File: config.mk
export PLATFORM = sky130hd
export DESIGN_NAME = software_timer_table
export DESIGN_NICKNAME = d
export VERILOG_FILES = /design/src/stt_pkg.sv /design/src/stt_div.sv /design/src/stt_datapath.sv /design/src/stt_ctrl.sv /design/src/software_timer_table.sv
export SDC_FILE = /design/constraint.sdc
export NUM_CORES = 2
export LEC_CHECK = 0
export ABC_AREA = 1
export BUFFER_PORTS_ARGS = -buffer_cell sky130_fd_sc_hd__buf_4
export CAP_MARGIN = 20
export CELL_PAD_IN_SITES_DETAIL_PLACEMENT = 1
export CELL_PAD_IN_SITES_GLOBAL_PLACEMENT = 1
export CORE_ASPECT_RATIO = 1.2
export CORE_MARGIN = 2
export CORE_UTILIZATION = 46
export DETAILED_ROUTE_END_ITERATION = 7
export GPL_ROUTABILITY_DRIVEN = 1
export GPL_TIMING_DRIVEN = 0
export PLACE_DENSITY = 0.74
export SETUP_SLACK_MARGIN = 0.15
export SYNTH_ARGS = -nofsm -noshare
export SYNTH_HDL_FRONTEND = slang
export SYNTH_SLANG_ARGS = --single-unit
File: constraint.sdc
create_clock -name clk -period 5.12 [get_ports clk]
set_clock_uncertainty 0.1 [all_clocks]
set_input_delay 0.256 -clock clk [delete_from_list [all_inputs] [get_ports clk]]
set_output_delay 0.256 -clock clk [all_outputs]
set_load 0.01 [all_outputs]
File: src/stt_pkg.sv
`timescale 1ns / 1ps
// ----------------------------------------------------------------------------
// Software timer table package
// Shared constants, beat layouts, operation codes and controller types.
// ----------------------------------------------------------------------------
package stt_pkg;

  localparam int NUM_SLOTS = 16;
  localparam int IDX_W     = (NUM_SLOTS > 1) ? $clog2(NUM_SLOTS) : 1;

  localparam int OP_W      = 2;
  localparam int SLOT_W    = 4;
  localparam int TMO_W     = 24;
  localparam int HND_W     = 16;
  localparam int TOK_W     = 32;
  localparam int TICK_W    = 64;
  localparam int PER_W     = 10;

  localparam logic [PER_W-1:0] PERIOD_RESET = PER_W'(10);

  // Input beat layout, lowest bit first.
  localparam int S_OP_LSB   = 0;
  localparam int S_SLOT_LSB = S_OP_LSB + OP_W;
  localparam int S_TMO_LSB  = S_SLOT_LSB + SLOT_W;
  localparam int S_HND_LSB  = S_TMO_LSB + TMO_W;
  localparam int S_TOK_LSB  = S_HND_LSB + HND_W;
  localparam int S_USED_W   = S_TOK_LSB + TOK_W;
  localparam int S_DATA_W   = ((S_USED_W + 7) / 8) * 8;

  // Output beat layout, lowest bit first.
  localparam int M_SLOT_LSB = 0;
  localparam int M_HND_LSB  = M_SLOT_LSB + SLOT_W;
  localparam int M_TOK_LSB  = M_HND_LSB + HND_W;
  localparam int M_TICK_LSB = M_TOK_LSB + TOK_W;
  localparam int M_USED_W   = M_TICK_LSB + TICK_W;
  localparam int M_DATA_W   = ((M_USED_W + 7) / 8) * 8;

  typedef enum logic [OP_W-1:0] {
    OP_TICK   = 2'd0,
    OP_ARM    = 2'd1,
    OP_DISARM = 2'd2
  } op_t;

  typedef enum logic [1:0] {
    ST_IDLE,
    ST_DIVIDE,
    ST_SCAN
  } state_t;

  typedef struct packed {
    logic div_start;
    logic tick_start;
    logic disarm;
    logic arm_write;
    logic scan_step;
  } cmd_t;

  typedef struct packed {
    op_t  in_op;
    logic div_done;
    logic scan_stall;
    logic scan_end;
  } status_t;

endpackage

File: src/stt_div.sv
`timescale 1ns / 1ps
// ----------------------------------------------------------------------------
// Timeout divider
// Restoring divider that turns a timeout in milliseconds into ticks, one
// quotient bit per cycle.
// ----------------------------------------------------------------------------
module stt_div import stt_pkg::*; (
  input  logic             clk,
  input  logic             rst,
  input  logic             start,
  input  logic [TMO_W-1:0] dividend,
  input  logic [PER_W-1:0] divisor,
  output logic             done,
  output logic [TMO_W-1:0] quotient
);

  localparam int CNT_W = $clog2(TMO_W);
  localparam logic [CNT_W-1:0] CNT_LAST = CNT_W'(TMO_W - 1);

  logic             busy;
  logic [CNT_W-1:0] cnt;
  logic [TMO_W-1:0] q;
  logic [PER_W-1:0] r;
  logic [PER_W-1:0] d;

  logic [PER_W:0]   shifted;
  logic [PER_W:0]   diff;
  logic             ge;
  logic [PER_W-1:0] r_next;

  always_comb begin
    shifted = {r, q[TMO_W-1]};
    diff    = shifted - {1'b0, d};
    ge      = (shifted >= {1'b0, d});
    r_next  = ge ? diff[PER_W-1:0] : shifted[PER_W-1:0];
  end

  always_ff @(posedge clk) begin
    if (rst) begin
      busy <= 1'b0;
      done <= 1'b0;
      cnt  <= '0;
    end else begin
      done <= 1'b0;
      if (start) begin
        busy <= 1'b1;
        cnt  <= '0;
      end else if (busy) begin
        cnt <= cnt + 1'b1;
        if (cnt == CNT_LAST) begin
          busy <= 1'b0;
          done <= 1'b1;
        end
      end
    end
  end

  always_ff @(posedge clk) begin
    if (start) begin
      q <= dividend;
      r <= '0;
      d <= divisor;
    end else if (busy) begin
      q <= {q[TMO_W-2:0], ge};
      r <= r_next;
    end
  end

  assign quotient = q;

endmodule

File: src/stt_datapath.sv
`timescale 1ns / 1ps
// ----------------------------------------------------------------------------
// Timer table datapath
// Slot storage, tick counter, period register, divider and output register.
// ----------------------------------------------------------------------------
module stt_datapath import stt_pkg::*; (
  input  logic                clk,
  input  logic                rst,
  input  cmd_t                cmd,
  output status_t             status,
  input  logic [S_DATA_W-1:0] s_tdata,
  input  logic                cfg_we,
  input  logic [PER_W-1:0]    cfg_wdata,
  output logic                m_tvalid,
  input  logic                m_tready,
  output logic [M_DATA_W-1:0] m_tdata,
  output logic                m_tlast
);

  logic [SLOT_W-1:0] in_slot;
  logic [TMO_W-1:0]  in_tmo;
  logic [HND_W-1:0]  in_hnd;
  logic [TOK_W-1:0]  in_tok;
  logic              in_slot_ok;

  logic [PER_W-1:0]  period;
  logic [PER_W-1:0]  divisor;
  logic              div_done;
  logic [TMO_W-1:0]  quotient;

  logic [IDX_W-1:0]  arm_slot;
  logic              arm_ok;
  logic [HND_W-1:0]  arm_hnd;
  logic [TOK_W-1:0]  arm_tok;

  logic [NUM_SLOTS-1:0] armed;
  logic [TMO_W-1:0]     rem      [NUM_SLOTS];
  logic [HND_W-1:0]     slot_hnd [NUM_SLOTS];
  logic [TOK_W-1:0]     slot_tok [NUM_SLOTS];
  logic [TICK_W-1:0]    tick_total;

  logic [IDX_W-1:0]     idx;
  logic [NUM_SLOTS-1:0] mask;
  logic [NUM_SLOTS-1:0] mask_zero;
  logic [NUM_SLOTS-1:0] idx_bit;
  logic                 hit;
  logic                 out_free;
  logic                 load_out;

  logic                 out_valid;
  logic [SLOT_W-1:0]    out_slot;
  logic [HND_W-1:0]     out_hnd;
  logic [TOK_W-1:0]     out_tok;
  logic [TICK_W-1:0]    out_tick;
  logic                 out_last;

  assign in_slot    = s_tdata[S_SLOT_LSB +: SLOT_W];
  assign in_tmo     = s_tdata[S_TMO_LSB +: TMO_W];
  assign in_hnd     = s_tdata[S_HND_LSB +: HND_W];
  assign in_tok     = s_tdata[S_TOK_LSB +: TOK_W];
  assign in_slot_ok = (int'(in_slot) < NUM_SLOTS);

  always_ff @(posedge clk) begin
    if (rst) begin
      period <= PERIOD_RESET;
    end else if (cfg_we) begin
      period <= cfg_wdata;
    end
  end

  // A zero period counts as one millisecond per tick.
  assign divisor = (period == '0) ? PER_W'(1) : period;

  stt_div u_div (
    .clk      (clk),
    .rst      (rst),
    .start    (cmd.div_start),
    .dividend (in_tmo),
    .divisor  (divisor),
    .done     (div_done),
    .quotient (quotient)
  );

  always_ff @(posedge clk) begin
    if (cmd.div_start) begin
      arm_slot <= in_slot[IDX_W-1:0];
      arm_ok   <= in_slot_ok;
      arm_hnd  <= in_hnd;
      arm_tok  <= in_tok;
    end
  end

  always_comb begin
    for (int i = 0; i < NUM_SLOTS; i++) begin
      mask_zero[i] = armed[i] && (rem[i] == '0);
    end
    idx_bit      = '0;
    idx_bit[idx] = 1'b1;
    hit          = armed[idx] && (rem[idx] == '0);
    out_free     = !out_valid || m_tready;
    load_out     = cmd.scan_step && hit;
  end

  always_ff @(posedge clk) begin
    if (rst) begin
      armed      <= '0;
      tick_total <= '0;
      idx        <= '0;
      mask       <= '0;
      out_valid  <= 1'b0;
    end else begin
      if (cmd.disarm && in_slot_ok) begin
        armed[in_slot[IDX_W-1:0]] <= 1'b0;
      end
      if (cmd.arm_write && arm_ok) begin
        armed[arm_slot] <= 1'b1;
      end
      if (cmd.tick_start) begin
        tick_total <= tick_total + 1'b1;
        idx        <= '0;
        mask       <= mask_zero;
      end
      if (cmd.scan_step) begin
        idx <= idx + 1'b1;
        if (hit) begin
          armed[idx] <= 1'b0;
          mask[idx]  <= 1'b0;
        end
      end
      if (load_out) begin
        out_valid <= 1'b1;
      end else if (m_tready) begin
        out_valid <= 1'b0;
      end
    end
  end

  always_ff @(posedge clk) begin
    if (cmd.arm_write && arm_ok) begin
      rem[arm_slot]      <= quotient;
      slot_hnd[arm_slot] <= arm_hnd;
      slot_tok[arm_slot] <= arm_tok;
    end else if (cmd.scan_step && armed[idx] && !hit) begin
      rem[idx] <= rem[idx] - 1'b1;
    end
  end

  always_ff @(posedge clk) begin
    if (load_out) begin
      out_slot <= SLOT_W'(idx);
      out_hnd  <= slot_hnd[idx];
      out_tok  <= slot_tok[idx];
      out_tick <= tick_total;
      out_last <= ((mask & ~idx_bit) == '0);
    end
  end

  assign status.in_op      = op_t'(s_tdata[S_OP_LSB +: OP_W]);
  assign status.div_done   = div_done;
  assign status.scan_stall = hit && !out_free;
  assign status.scan_end   = (idx == IDX_W'(NUM_SLOTS - 1));

  assign m_tvalid = out_valid;
  assign m_tlast  = out_last;
  assign m_tdata  = {{(M_DATA_W - M_USED_W){1'b0}}, out_tick, out_tok, out_hnd, out_slot};

endmodule

File: src/stt_ctrl.sv
`timescale 1ns / 1ps
// ----------------------------------------------------------------------------
// Timer table controller
// Sequences arm, disarm and tick beats over the datapath.
// ----------------------------------------------------------------------------
module stt_ctrl import stt_pkg::*; (
  input  logic    clk,
  input  logic    rst,
  input  logic    s_tvalid,
  output logic    s_tready,
  input  status_t status,
  output cmd_t    cmd
);

  state_t state;
  state_t state_next;

  always_ff @(posedge clk) begin
    if (rst) begin
      state <= ST_IDLE;
    end else begin
      state <= state_next;
    end
  end

  always_comb begin
    state_next = state;
    case (state)
      ST_IDLE: begin
        if (s_tvalid) begin
          case (status.in_op)
            OP_TICK: state_next = ST_SCAN;
            OP_ARM:  state_next = ST_DIVIDE;
            default: state_next = ST_IDLE;
          endcase
        end
      end
      ST_DIVIDE: begin
        if (status.div_done) begin
          state_next = ST_IDLE;
        end
      end
      ST_SCAN: begin
        if (!status.scan_stall && status.scan_end) begin
          state_next = ST_IDLE;
        end
      end
      default: state_next = ST_IDLE;
    endcase
  end

  always_comb begin
    s_tready       = 1'b0;
    cmd            = '0;
    case (state)
      ST_IDLE: begin
        s_tready       = 1'b1;
        cmd.div_start  = s_tvalid && (status.in_op == OP_ARM);
        cmd.tick_start = s_tvalid && (status.in_op == OP_TICK);
        cmd.disarm     = s_tvalid && (status.in_op == OP_DISARM);
      end
      ST_DIVIDE: begin
        cmd.arm_write = status.div_done;
      end
      ST_SCAN: begin
        cmd.scan_step = !status.scan_stall;
      end
      default: begin
        s_tready = 1'b0;
      end
    endcase
  end

endmodule

File: src/software_timer_table.sv
`timescale 1ns / 1ps
// ----------------------------------------------------------------------------
// Software timer table
// Sixteen one-shot timers with a global tick count and expiry reporting.
// ----------------------------------------------------------------------------
// An arm beat waits on the bit-serial divider that turns the timeout into
// ticks at one quotient bit per cycle. A tick beat walks the table one slot
// at a time, and the walk holds while an expiry waits on a full output
// register. The next input beat is taken only once the table is idle again.
// Each expiry leaves as one output beat in slot order, and the last beat of
// a tick carries tlast.
module software_timer_table import stt_pkg::*; (
  input  logic                clk,
  input  logic                rst,
  input  logic                cfg_we,
  input  logic [PER_W-1:0]    cfg_wdata,    // tick_period_ms
  input  logic                s_tvalid,
  output logic                s_tready,
  input  logic [S_DATA_W-1:0] s_tdata,      // op, slot, timeout_ms, handler_id, user_token
  output logic                m_tvalid,
  input  logic                m_tready,
  output logic [M_DATA_W-1:0] m_tdata,      // expired_slot, expired_handler, expired_token,
                                            // tick_now
  output logic                m_tlast
);

  cmd_t    cmd;
  status_t status;

  stt_ctrl u_ctrl (
    .clk      (clk),
    .rst      (rst),
    .s_tvalid (s_tvalid),
    .s_tready (s_tready),
    .status   (status),
    .cmd      (cmd)
  );

  stt_datapath u_datapath (
    .clk       (clk),
    .rst       (rst),
    .cmd       (cmd),
    .status    (status),
    .s_tdata   (s_tdata),
    .cfg_we    (cfg_we),
    .cfg_wdata (cfg_wdata),
    .m_tvalid  (m_tvalid),
    .m_tready  (m_tready),
    .m_tdata   (m_tdata),
    .m_tlast   (m_tlast)
  );

endmodule

# Yosys cells after proc, flatten, opt, wreduce, memory -nomap -nowiden
# Memories as Yosys holds them, arrays and structs flattened. A register that Yosys moved wholly into a read port is not among the register bits.
# Cells that the tools add are included.
# totals
regBits,285
wordCells,160
mem_count,3
mem_bits_rw,1152
# mem_list
name,words,width,read_ports,rd_ports_with_merged_regs,wr,line_no,text
u_datapath.slot_tok,16,32,1,1,1,stt_datapath.sv:39,logic [TOK_W-1:0] slot_tok [NUM_SLOTS];
u_datapath.rem,16,24,17,1,1,stt_datapath.sv:37,logic [TMO_W-1:0] rem [NUM_SLOTS];
u_datapath.slot_hnd,16,16,1,1,1,stt_datapath.sv:38,logic [HND_W-1:0] slot_hnd [NUM_SLOTS];
# op_classes
bitwise,8
n_addsub,5
n_eq_ne,9
mux,48
n_lt_le_gt_ge,7
reduce_logical,61
# ops
cell,n
24-bit logical NOT,17
16-bit two-way mux,10
24-bit two-way mux,3
64-bit by 1-bit adder with 64-bit output (second input constant),1
16-bit AND,4
16-bit inverter,2
1-bit logical AND,28
24-bit OR reduction,1
24-bit by 1-bit subtractor with 24-bit output (second input constant),1
4-bit two-way mux,5
1-bit two-way mux,19
16-bit logical NOT,1
16-bit bitwise OR,1
4-bit by 5-bit < comparator with 1-bit output (second input constant),3
1-bit demux with 4-bit select,3
4-bit by 1-bit >= comparator with 1-bit output (second input constant),3
11-bit by 10-bit >= comparator with 1-bit output,1
10-bit logical NOT,1
10-bit two-way mux,1
10-bit subtractor,1
2-bit two-way mux,3
2-bit one-hot mux with 3 select lines,1
2-bit nonzero test,3
5-bit by 1-bit adder with 5-bit output (second input constant),1
17 further kinds,24

# Logic depth before layout (Yosys ltp)
# logic_depth
depth_word,14
mapped_depth,23

# By module
# From an unflattened synthesis, not the netlist that was laid out.
# hier_totals
cells_unflattened,5342
hier_area_um2,61169.9
# by_module_without_submodules
module,seq_area_each_um2,area_each_um2,cells_each,instances
stt_datapath,41970.3,58302.2,4986,1
stt_div,1361.3,2703.8,325,1
stt_ctrl,40.0,163.9,31,1

# Worst setup path after synthesis
# No wires, ideal clock.
# synth_path
path_kind,register to register
start,register with a tool-made name
end,"register u_datapath.out_last, in the netlist u_datapath.m_tlast (enable)"
stages_incl_launch_ff,18
setup_slack_ns,0.113
setup_time_ns,0.470
synth_period_minus_slack_ns,5.007
arrival_ns,4.437
required_ns,4.550
path_cell_list,dfxtp_1 > buf_6 > inv_4 > buf_6 > buf_2 > buf_6 > o21ai_0 > o211ai_1 > nand3_1 > nand2_1 > inv_2 > ha_1 > inv_1 > nor3_1 > nand3_1 > nor4_1 > nand4_1 > inv_1
# synth_rtl
item,line_no,text
"end signal, assigned",stt_datapath.sv:154,out_last <= ((mask & ~idx_bit) == '0);
"end, declared",stt_datapath.sv:55,logic out_last;

==> results.md <==
- Worst skew pair latency: between 0.8 and 0.9 ns
- Startpoint types: flip-flop
- Commonest cells in the synthesized netlist: edfxtp_1 (1355), nand2_1 (765), nor2_1 (677), o21ai_0 (536), inv_1 (381)
- Initial core utilization: 0.463
- Grt ovf: 0
- Critical path's top delay family: simple AND/OR/NAND/NOR gates
- Met3 WL post-DR: ~16000 microns
- Post-Syn Area: approximately 60000 sq um
- Setup WS pre-CTS: -0.478 ns
- Critical Path AT: 5.17 ns
- Setup crit end kind: flip-flop
- Hold_sp: s_tdata[33]
- Multi-input combinational cell area: 15300 sq um
- Slowest stage delay, CP: between 0.7 and 0.8 ns
- # DRC: 0
- Max H-tree Level: 4
- Critical path class: reg -> reg
- Sequential-to-total area share from yosys stat: 0.711
- Critical-path cell list: buf_2 -> buf_1 -> nand3_1 -> nand3_1 -> nand2_1 -> nor2_1 -> nand2_1 -> nor2_2 -> nand3_4 -> nand2_4 -> buf_8 -> nand2_2 -> nand2_2 -> nand3_4 -> nor2_4 -> buf_12
- Mapped Cells: 5238
- Met1 Wirelength: around 79000 microns
- Nets@finish: just under 6000
- Placed Cells: between 7000 and 8000
- Area leader, netlist: edfxtp_1
- HPWL after detailed placement: ~150000 microns
- CORE AREA: ~130000 sq um
- Fin crit period: 4.79 ns
- Total Routing Usage GR: 0.325
- Via/cell ratio: about 6
- Share of cells above drive strength 1: 0.120
- Total number of vias: 45967
- Final setup margin: 0.334 ns
- Final setup fails: 0
- Register cell area after layout: 43400 sq um
- Top sig layer: met5
- Synth top area cells: edfxtp_1 (67%), nand2_1 (4.7%), dfxtp_1 (4.4%), o21ai_0 (4.4%), nor2_1 (4.2%)
- Static leakage: roughly 25 nW
- Max-cap viol count: 0
- Antenna violations before repair: 10
- Max Fclk: between 200 and 250 MHz
- RePlAce Congestion: 0.970
- Die width: 336 microns
- Synth top area share: 0.667
- Synth unique cells: between 50 and 60
- Worst rel slew slack: 0.203
- Worst Tran Pin Value: ~1.2 ns
- Initial DRC count: 4304
- Worst ir drop on vdd: between 0.3 and 0.4 mV
- CTS Buffer Depth: 3
- Worst-path clk slew: about 0.060 ns
- IO Pins: approximately 220
- Number of synthesized register bits: roughly 1500
- Slew Viols, Final: 0
- Ys Warns: 0
- Avg WL per Cell: 28.8 microns
- Max FO, Critical Path: 23
- Run status: finished clean
- Std-Cell Rows: ~150
- # port buffers: 210
- Post-route clock period utilization: 0.935
- Power Total: roughly 26 mW
- Vias in the first global route: roughly 48000
- Power Dens Cells: ~350 nW/um^2
- Final Hold Viols: 0
- Pre-antenna DRT Iters: 5
- Fill cells: between 10000 and 15000
- Root buffer cell: clkbuf_16
- Top FF cell, synth: edfxtp_1
- Most common cell in the netlist: edfxtp_1
- Buf/Inv on CP: 4
- Syn-to-layout area delta: 18.9%
- ANT nets after route: 0
- CTS Buf Count: around 150
- HP Class: in -> reg
- Met2 wire len: 113000 microns
- Cell at the slowest stage of the critical path: buf_1
- Largest net degree at the start of global routing: 47
- Post-route insts no fill: roughly 7700
- Mean Syn Cell Area: approximately 12 sq um
- Async SR Flop Fraction: 0
- Unrepaired setup endpoints after global routing: no
- First-pass GRT wire length: ~320000 microns
- Die area: 136000 sq um
- CTS tree: yes
- Number of flops mapped to enable cells by yosys: ~1400
- Final WL: ~220000 microns
- WP data required: between 5 and 6 ns
- Die Y: between 400 and 500 microns
- CTS sink count: between 1000 and 1500
sequential cells by signal (all words and copies together), names as in the netlist, 16 cells and up, named ones only:
register,count
u_datapath.slot_hnd,256
u_datapath.out_tok,32
u_datapath.out_hnd,16
u_datapath.slot_tok,512
u_datapath.rem,384
u_datapath.u_div.quotient,24
u_datapath.armed,16
u_datapath.arm_hnd,16
u_datapath.mask,16
u_datapath.tick_total,64
u_datapath.arm_tok,32
u_datapath.out_tick,64
where the power goes:
group,switching [mW],internal (mW)
combinational,0.970,0.448
clock,4.88,5.85
sequential,0.0972,13.3
per-layer routing:
metal,vias to the layer above,GRT usage
met5,-,0
met4,10,0.195
met3,664,0.0524
met2,2191,0.567
met1,23272,0.376
li1,19830,-
worst paths after layout:
check	slack [ns]	cells past startpoint	end
worst max register to register	0.33	16	u_datapath.rem[12][5]
worst min-delay path	0.06	2	u_datapath.arm_hnd[3]
worst max-delay path	0.33	16	u_datapath.rem[12][5]
worst min register to register	0.36	0	u_datapath.out_tick[26]
placed cells by master (no fill, tap or decap), drive strengths merged, types with 104 or more instances in the layout:
cell type / instances
edfxtp: 1355
nand2: 778
clkbuf: 380
a21oi: 117
dfxtp: 134
nand4: 124
o22ai: 193
nor2: 700
dlygate4sd3: 110
o21ai: 582
inv: 399
buf: 379
nor4: 104
nand3: 287
what timing repair did:
item	in CTS	in global routing
setup endpoints to repair	801	623
pin swaps	19	1
buffers inserted	22	1
hold buffers	110	0
endpoints found under the hold margin	112	0
cloned	4	0
gates resized for setup	23	11
cell type report:
cell class                 count  share of cell area
buffer                       271              0.0181
sequential                  1489               0.598
inverter                     391              0.0203
multi-input combinational   3090               0.211
clock inverter                77             0.00935
tap                         1776              0.0306
timing repair buffer         411              0.0578
antenna                        3            0.000103
clock buffer                 187              0.0546
cells by family (layout without fill, tap and decap cells):
family | after synthesis | count (layout) | share of synthesized area
AO/OA/AOI/OAI | 948 | 948 | 0.0847
XOR/XNOR | 41 | 41 | 0.00589
adder cells (fa/ha/maj) | 19 | 19 | 0.00402
buffers and inverters | 666 | 1337 | 0.0457
flip-flops | 1489 | 1489 | 0.711
other | 1 | 7 | 0.0000615
AND/OR/NAND/NOR | 2074 | 2078 | 0.149
through the flow:
stage                      util  hold WS (ns)  cell area (sq um)   TNS, ns
after CTS                 0.550        0.0184              72500         0
after global routing      0.550        0.0474              72600         0
after detailed placement  0.503         0.335              66300   -136.08
after global placement    0.491         0.316              64800  -2071.98
final                     0.550        0.0636              72600         0
after floorplan               -         0.255              61000         0
Power figures use the tool's default switching activity.
